`src/rtl/efq_pkg.sv`:
```
// ----------------------------------------------------------------------------
// efq_pkg
// Operation and status codes, stream field layout and cell control type
// for the bounded event queue.
// ----------------------------------------------------------------------------
package efq_pkg;

    typedef enum logic [2:0] {
        FUNC_PUSH      = 3'd0,
        FUNC_POP       = 3'd1,
        FUNC_FLUSH     = 3'd2,
        FUNC_STATS_CLR = 3'd3,
        FUNC_SET_LIMIT = 3'd4
    } t_func;

    typedef enum logic [2:0] {
        STAT_OK        = 3'd0,
        STAT_DROPPED   = 3'd1,
        STAT_EMPTY     = 3'd2,
        STAT_BAD_LIMIT = 3'd3,
        STAT_BELOW_CNT = 3'd4
    } t_status;

    localparam int FUNC_BITS   = 3;
    localparam int STATUS_BITS = 3;
    localparam int HANDLE_W    = 16;
    localparam int LIMIT_W     = 7;
    localparam int OCC_W       = 7;
    localparam int CTR_W       = 32;

    localparam int IN_DATA_W  = 24;
    localparam int OUT_DATA_W = 128;

    // per-transfer command broadcast to every cell of the chain
    typedef struct packed {
        logic push;
        logic pop;
    } t_cell_ctl;

endpackage

```
`src/rtl/efq_cell.sv`:
```
// ----------------------------------------------------------------------------
// efq_cell
// One slot of the shifting queue. On pop it takes its upper neighbor's
// handle; on push it loads the new handle if it is the first free slot.
// ----------------------------------------------------------------------------
module efq_cell
    import efq_pkg::*;
#(
    parameter int IDX   = 0,
    parameter int CNT_W = 7,
    parameter int HW    = 16
) (
    input  logic             i_clk,
    input  t_cell_ctl        i_ctl,
    input  logic [CNT_W-1:0] i_count,
    input  logic [HW-1:0]    i_handle,
    input  logic [HW-1:0]    i_next,
    output logic [HW-1:0]    o_data
);

    logic [HW-1:0] r_data;

    always_ff @(posedge i_clk) begin
        if (i_ctl.pop) begin
            r_data <= i_next;
        end else if (i_ctl.push && (i_count == CNT_W'(IDX))) begin
            r_data <= i_handle;
        end
    end

    assign o_data = r_data;

endmodule

```
`src/rtl/bounded_event_fifo_with_drop_stats.sv`:
```
// ----------------------------------------------------------------------------
// bounded_event_fifo_with_drop_stats
// Event handle queue with adjustable limit and wrapping transfer statistics.
// ----------------------------------------------------------------------------
// Channel  Dir  Fields (low bit up)
// s_axis   in   tdata: event_handle[15:0], new_limit[22:16]; tuser: func[2:0]
// m_axis   out  tdata: popped_valid, popped_handle, occupancy, is_empty,
//                      enqueued_total, dequeued_total, dropped_total;
//               tuser: status[2:0]
//
// One transfer per cycle while s_axis_tready is high: each command is resolved
// in the cycle it is taken and its result lands in the output register on the
// next edge. The slots form a chain of cells, head in cell 0; pop shifts every
// cell down by one. s_axis_tready is high while the output register is free or
// being drained. Synchronous reset clears count, statistics and restores limit
// to CAPACITY; slot contents are not reset.
// ----------------------------------------------------------------------------
module bounded_event_fifo_with_drop_stats
    import efq_pkg::*;
#(
    parameter int CAPACITY    = 64,
    parameter int HANDLE_BITS = 16
) (
    input  logic                   i_clk,
    input  logic                   i_rst_n,
    input  logic                   s_axis_tvalid,
    output logic                   s_axis_tready,
    // event_handle[15:0], new_limit[22:16], zero fill [23]
    input  logic [IN_DATA_W-1:0]   s_axis_tdata,
    // func[2:0]
    input  logic [FUNC_BITS-1:0]   s_axis_tuser,
    output logic                   m_axis_tvalid,
    input  logic                   m_axis_tready,
    // popped_valid[0], popped_handle[16:1], occupancy[23:17], is_empty[24],
    // enqueued_total[56:25], dequeued_total[88:57], dropped_total[120:89],
    // zero fill [127:121]
    output logic [OUT_DATA_W-1:0]  m_axis_tdata,
    // status[2:0]
    output logic [STATUS_BITS-1:0] m_axis_tuser
);

    localparam int CNT_W = $clog2(CAPACITY + 1);
    localparam int LW    = (CNT_W > LIMIT_W) ? CNT_W : LIMIT_W;
    localparam int HW    = (HANDLE_BITS < HANDLE_W) ? HANDLE_BITS : HANDLE_W;

    logic [CNT_W-1:0] r_count, n_count;
    logic [CNT_W-1:0] r_limit, n_limit;
    logic [CTR_W-1:0] r_enq, n_enq;
    logic [CTR_W-1:0] r_deq, n_deq;
    logic [CTR_W-1:0] r_drop, n_drop;

    logic                   r_out_valid;
    logic [STATUS_BITS-1:0] r_out_user;
    logic [OUT_DATA_W-1:0]  r_out_data;

    logic                  in_fire;
    t_func                 func;
    logic [HANDLE_W-1:0]   in_handle;
    logic [LIMIT_W-1:0]    in_limit;
    logic [LW-1:0]         req_ext;
    t_status               status;
    logic                  pop_ok;
    logic [HANDLE_W-1:0]   popped;
    t_cell_ctl             ctl;
    logic [OUT_DATA_W-1:0] out_data;

    logic [HW-1:0] cell_q [CAPACITY+1];

    assign s_axis_tready = !r_out_valid || m_axis_tready;
    assign in_fire       = s_axis_tvalid && s_axis_tready;
    assign func          = t_func'(s_axis_tuser);
    assign in_handle     = s_axis_tdata[HANDLE_W-1:0];
    assign in_limit      = s_axis_tdata[HANDLE_W +: LIMIT_W];
    assign req_ext       = LW'(in_limit);

    always_comb begin
        n_count = r_count;
        n_limit = r_limit;
        n_enq   = r_enq;
        n_deq   = r_deq;
        n_drop  = r_drop;
        status  = STAT_OK;
        pop_ok  = 1'b0;
        ctl     = '0;
        unique case (func)
            FUNC_PUSH: begin
                if ((r_count >= r_limit) || (r_count >= CNT_W'(CAPACITY))) begin
                    n_drop = r_drop + 1'b1;
                    status = STAT_DROPPED;
                end else begin
                    ctl.push = in_fire;
                    n_count  = r_count + 1'b1;
                    n_enq    = r_enq + 1'b1;
                end
            end
            FUNC_POP: begin
                if (r_count == '0) begin
                    status = STAT_EMPTY;
                end else begin
                    ctl.pop = in_fire;
                    pop_ok  = 1'b1;
                    n_count = r_count - 1'b1;
                    n_deq   = r_deq + 1'b1;
                end
            end
            FUNC_FLUSH: begin
                n_count = '0;
            end
            FUNC_STATS_CLR: begin
                n_enq  = '0;
                n_deq  = '0;
                n_drop = '0;
            end
            FUNC_SET_LIMIT: begin
                if ((req_ext == '0) || (req_ext > LW'(CAPACITY))) begin
                    status = STAT_BAD_LIMIT;
                end else if (req_ext < LW'(r_count)) begin
                    status = STAT_BELOW_CNT;
                end else begin
                    n_limit = CNT_W'(req_ext);
                end
            end
            default: begin
                // undefined opcodes leave state untouched
            end
        endcase
    end

    // chain of slots; cell_q[CAPACITY] feeds zeros into the top cell
    assign cell_q[CAPACITY] = '0;

    for (genvar g = 0; g < CAPACITY; g++) begin : g_cell
        efq_cell #(
            .IDX   (g),
            .CNT_W (CNT_W),
            .HW    (HW)
        ) u_cell (
            .i_clk    (i_clk),
            .i_ctl    (ctl),
            .i_count  (r_count),
            .i_handle (in_handle[HW-1:0]),
            .i_next   (cell_q[g+1]),
            .o_data   (cell_q[g])
        );
    end

    always_comb begin
        popped = '0;
        if (pop_ok) begin
            popped[HW-1:0] = cell_q[0];
        end
        out_data         = '0;
        out_data[0]      = pop_ok;
        out_data[16:1]   = popped;
        out_data[23:17]  = OCC_W'(n_count);
        out_data[24]     = (n_count == '0);
        out_data[56:25]  = n_enq;
        out_data[88:57]  = n_deq;
        out_data[120:89] = n_drop;
    end

    always_ff @(posedge i_clk) begin
        if (!i_rst_n) begin
            r_count     <= '0;
            r_limit     <= CNT_W'(CAPACITY);
            r_enq       <= '0;
            r_deq       <= '0;
            r_drop      <= '0;
            r_out_valid <= 1'b0;
        end else begin
            if (in_fire) begin
                r_count     <= n_count;
                r_limit     <= n_limit;
                r_enq       <= n_enq;
                r_deq       <= n_deq;
                r_drop      <= n_drop;
                r_out_valid <= 1'b1;
            end else if (m_axis_tready) begin
                r_out_valid <= 1'b0;
            end
        end
    end

    always_ff @(posedge i_clk) begin
        if (in_fire) begin
            r_out_user <= status;
            r_out_data <= out_data;
        end
    end

    assign m_axis_tvalid = r_out_valid;
    assign m_axis_tuser  = r_out_user;
    assign m_axis_tdata  = r_out_data;

`ifndef SYNTH
    a_count_in_limit: assert property (@(posedge i_clk) disable iff (!i_rst_n)
        r_count <= r_limit)
        else $error("queue count above limit");

    a_limit_legal: assert property (@(posedge i_clk) disable iff (!i_rst_n)
        (r_limit != '0) && (r_limit <= CNT_W'(CAPACITY)))
        else $error("limit out of legal range");

    a_push_grows: assert property (@(posedge i_clk) disable iff (!i_rst_n)
        in_fire && (func == FUNC_PUSH) && (r_count < r_limit)
        |=> (r_count == $past(r_count) + 1'b1) && (r_enq == $past(r_enq) + 1'b1))
        else $error("accepted push did not grow queue");

    a_pop_result: assert property (@(posedge i_clk) disable iff (!i_rst_n)
        in_fire && (func == FUNC_POP) && (r_count != '0)
        |=> m_axis_tvalid && m_axis_tdata[0] && (r_deq == $past(r_deq) + 1'b1))
        else $error("pop of non-empty queue did not deliver a handle");
`endif

endmodule
```
`config.mk`:
```
export PLATFORM = sky130hd
export DESIGN_NAME = bounded_event_fifo_with_drop_stats
export DESIGN_NICKNAME = d
export VERILOG_FILES = /design/src/rtl/efq_pkg.sv /design/src/rtl/efq_cell.sv /design/src/rtl/bounded_event_fifo_with_drop_stats.sv
export SDC_FILE = /design/constraint.sdc
export NUM_CORES = 2
export LEC_CHECK = 0
export BUFFER_PORTS_ARGS = -buffer_cell sky130_fd_sc_hd__buf_2
export CORE_ASPECT_RATIO = 0.5
export CORE_MARGIN = 2
export CORE_UTILIZATION = 55
export DETAILED_ROUTE_END_ITERATION = 10
export PLACE_DENSITY = 0.72
export SLEW_MARGIN = 10
export SYNTH_ARGS = -nofsm -noshare
export SYNTH_HDL_FRONTEND = slang
export SYNTH_SLANG_ARGS = --single-unit
export TNS_END_PERCENT = 20
```
`constraint.sdc`:
```
create_clock -name i_clk -period 5.5 [get_ports i_clk]
set_input_delay 0.275 -clock i_clk [delete_from_list [all_inputs] [get_ports i_clk]]
set_output_delay 0.275 -clock i_clk [all_outputs]
set_load 0.05 [all_outputs]
```
==> results.md <==
* Drt total wl at 108700 um
* Via count at 30800
* Peak VDD IR at 0.2463 mV
* RSZ-0062 raised after global routing: no
* DRC at 0
* Global-route wire length before repair at 170900 um
* Period utilization at 79.55%
* Clk slew on worst S/H paths at 0.07 ns
* Total setup buffers inserted after CTS at 0
* PortBufs at 155
* Total CTS buffers at 107
* Max-cap violations at 0
* Placer Congestion at 0.8373
* Total iterations of the first detailed-routing run at 5
* Min Tclk post-route at 4.375 ns
* Starting Density at 55.69%
* Die area at 97010 sq um
* Hold Crit Class: input pin to register
* Synth cell types at 71
* Final Skew at 0.02629 ns
* Synth Cell Area at 51910 sq um
* Initial antenna violation count at 2
* P_leak at 23.72 nW
* Status: complete, no violations
* Worst Tran Pin Value at 1.030 ns
* Ys Warns at 0
* Number of synthesized flops with an enable pin at 1132
* Synth Flop Type: edfxtp_1
* Congestion Overflow GR at 0
* Crit path max fanout at 44
* Largest net degree at the start of global routing at 172
* IO Pins at 164
* Syn Inst Count at 3658
* Setup TNS at 0 ns
* Final non-filler cell total at 5082
* Sequential element share of the synthesized area at 70.38%
* TritonCTS clock tree: built
* Clock Path Buffers at 3
* Final hold violation count at 0
* Worst-Skew Late Latency at 0.70 ns
* Slew margin rel. at 31.31%
* Synthesized flop and latch total at 1259
* Post-Syn Area per Cell at 14.19 sq um
* Synth area leaders: edfxtp_1 (65%), a21o_1 (15%), dfxtp_1 (4.9%), o21ai_0 (1.7%), nand2_1 (1.2%)
* Slew Viols, Final at 0
* Most frequent cells in the layout: edfxtp_1 (1132), a21o_1 (1014), nand2_1 (165)
* Nets@finish at 3785
* Row cnt at 79
* Clk sink count at 1259
* Root Driver: clkbuf_16
* Type of origin of the critical path: register
* Routed vias/inst at 6.061
* Die height at 221.2 um
* Placed cell count at 4853
* Vias in the first global route at 29830
* Final setup violation count at 0
* Detail Route Antenna Nets at 0
* Commonest non-fill, non-tap cell in the layout: edfxtp_1
* Critical Path AT at 4.94 ns
* 1st-iter DRT viols at 3233
* CTS HTree Levels at 3
* Post-synth top area cell: edfxtp_1
* Synth-to-layout area growth at 10.46%
* Chip width at 438.5 um
* Gr usage total at 22.15%
* DP HPWL at 63620 um
* Post-cts resize count at 0
* CP endpoint kind: register
* Area of the core at 93210 sq um
* FMAX at 228.5 MHz
* Wirelength per Cell at 21.39 um
* Share of layout cells above drive strength 1 at 12.52%
* Async S/R FF share, synth at 0%
* Pwr Density at 344.8 nW/um^2
* Top cell type's share of synthesized area at 65.48%
* Critical path type: register to register
* Data required time of the worst path at 6.06 ns
==> critical path, cell delays in order, from the launching register on <==
cell      delay (ns)
dfxtp_1         0.43
inv_1           0.16
ha_1            0.39
nor4b_4         0.49
nand2_1         0.16
nand2b_1        0.38
inv_2           0.27
nand2_2         0.45
and2_2          0.93
buf_4           0.42
a21o_1          0.13
==> cell families after synthesis <==
logic type / count (synthesis) / synth area share [%]
xor gates and xnor gates: 35 / 0.5905
AOI/OAI and AO/OA: 1364 / 18.64
buffers and inverters: 358 / 3.560
muxes: 10 / 0.1952
DFF: 1259 / 70.38
other: 1 / 0.007224
adders and majority gates: 20 / 0.4820
and+or+nand+nor: 611 / 6.144
==> power breakdown <==
part / total [mW] / switching (mW) / internal, mW
logic: 1.35 / 0.902 / 0.446
clock network: 7.67 / 3.43 / 4.24
registers: 10.8 / 0.0734 / 10.7
==> cell type report <==
class	instances	area [sq um]
Sequential cell	1259	36540
Timing Repair Buffer	294	2024
Inverter	25	98.84
Clock inverter	70	686.9
Clock buffer	131	2829
Antenna cell	1	2.502
Tap cell	1255	1570
Fill cell	6788	35870
Multi-Input combinational cell	2047	13590
==> Yosys cell counts (3+ instances only) <==
cell	count
a2111oi_4	3
a211oi_1	6
a21o_1	1014
a21oi_1	87
a22o_1	3
a22oi_1	5
a311oi_1	9
a31oi_1	24
a41oi_1	6
and2_1	45
and3_1	21
and4_1	14
buf_1	13
buf_2	79
buf_4	80
buf_6	14
clkbuf_1	147
dfxtp_1	127
edfxtp_1	1132
ha_1	20
inv_1	23
mux2i_1	9
nand2_1	168
nand2b_1	8
nand3_1	104
nand4_1	40
nor2_1	97
nor3_1	26
nor3_2	4
nor4_1	5
nor4_4	3
o21a_1	9
o21ai_0	172
o31ai_1	5
or3_1	39
or4_1	21
xnor2_1	20
xor2_1	15
==> repair_timing <==
item / CTS / global route
endpoints found under the setup margin: 0 / 0
hold buffers: 27 / 0
endpoints found under the hold margin: 26 / 0
==> per-stage QoR <==
step                      util [%]  cell area, sq um  power, mW  setup slack (ns)  hold slack, ns
after global routing         61.52             57340      20.37            0.8449          0.1316
after CTS                    61.51             57340      19.89             1.177         0.09961
final                        61.52             57340      19.77             1.125          0.1563
after floorplan                  -             51940      11.95             1.545          0.4045
after detailed placement     57.45             53550      12.28             1.189          0.4481
after global placement       57.45             53550      12.25             1.376          0.4430
==> sequential cells by signal, summed over array words and instances, names as in the netlist <==
register / cells
m_axis_tuser: 3
r_enq: 32
m_axis_tdata: 121
r_limit: 7
r_count: 7
m_axis_tvalid: 1
g_cell.u_cell.o_data: 1024
r_drop: 32
r_deq: 32
==> metal layers <==
| layer | global-route usage [%] | wire length, um | up-vias |
|---|---|---|---|
| met5 | 0 | 0 | - |
| met1 | 32.92 | 49260 | 15590 |
| li1 | - | - | 13970 |
| met4 | 6.029 | 2460 | 0 |
| met3 | 4.762 | 8015 | 161 |
| met2 | 33.18 | 48980 | 1081 |
==> final timing paths <==
check	from	to	cells after the start	slack, ns
hold reg to reg	g_cell[63].u_cell.o_data[13]$_SDFFE_PP0P_	g_cell[63].u_cell.o_data[13]$_SDFFE_PP0P_	2	0.46
setup reg to reg	r_count[0]$_SDFFE_PN0P_	g_cell[29].u_cell.o_data[8]$_DFFE_PP_	10	1.12
setup / recovery	r_count[0]$_SDFFE_PN0P_	g_cell[29].u_cell.o_data[8]$_DFFE_PP_	10	1.12
hold / removal	s_axis_tuser[2]	m_axis_tuser[0]$_DFFE_PP_	3	0.16
No activity file was read; power rests on OpenSTA's default activity.
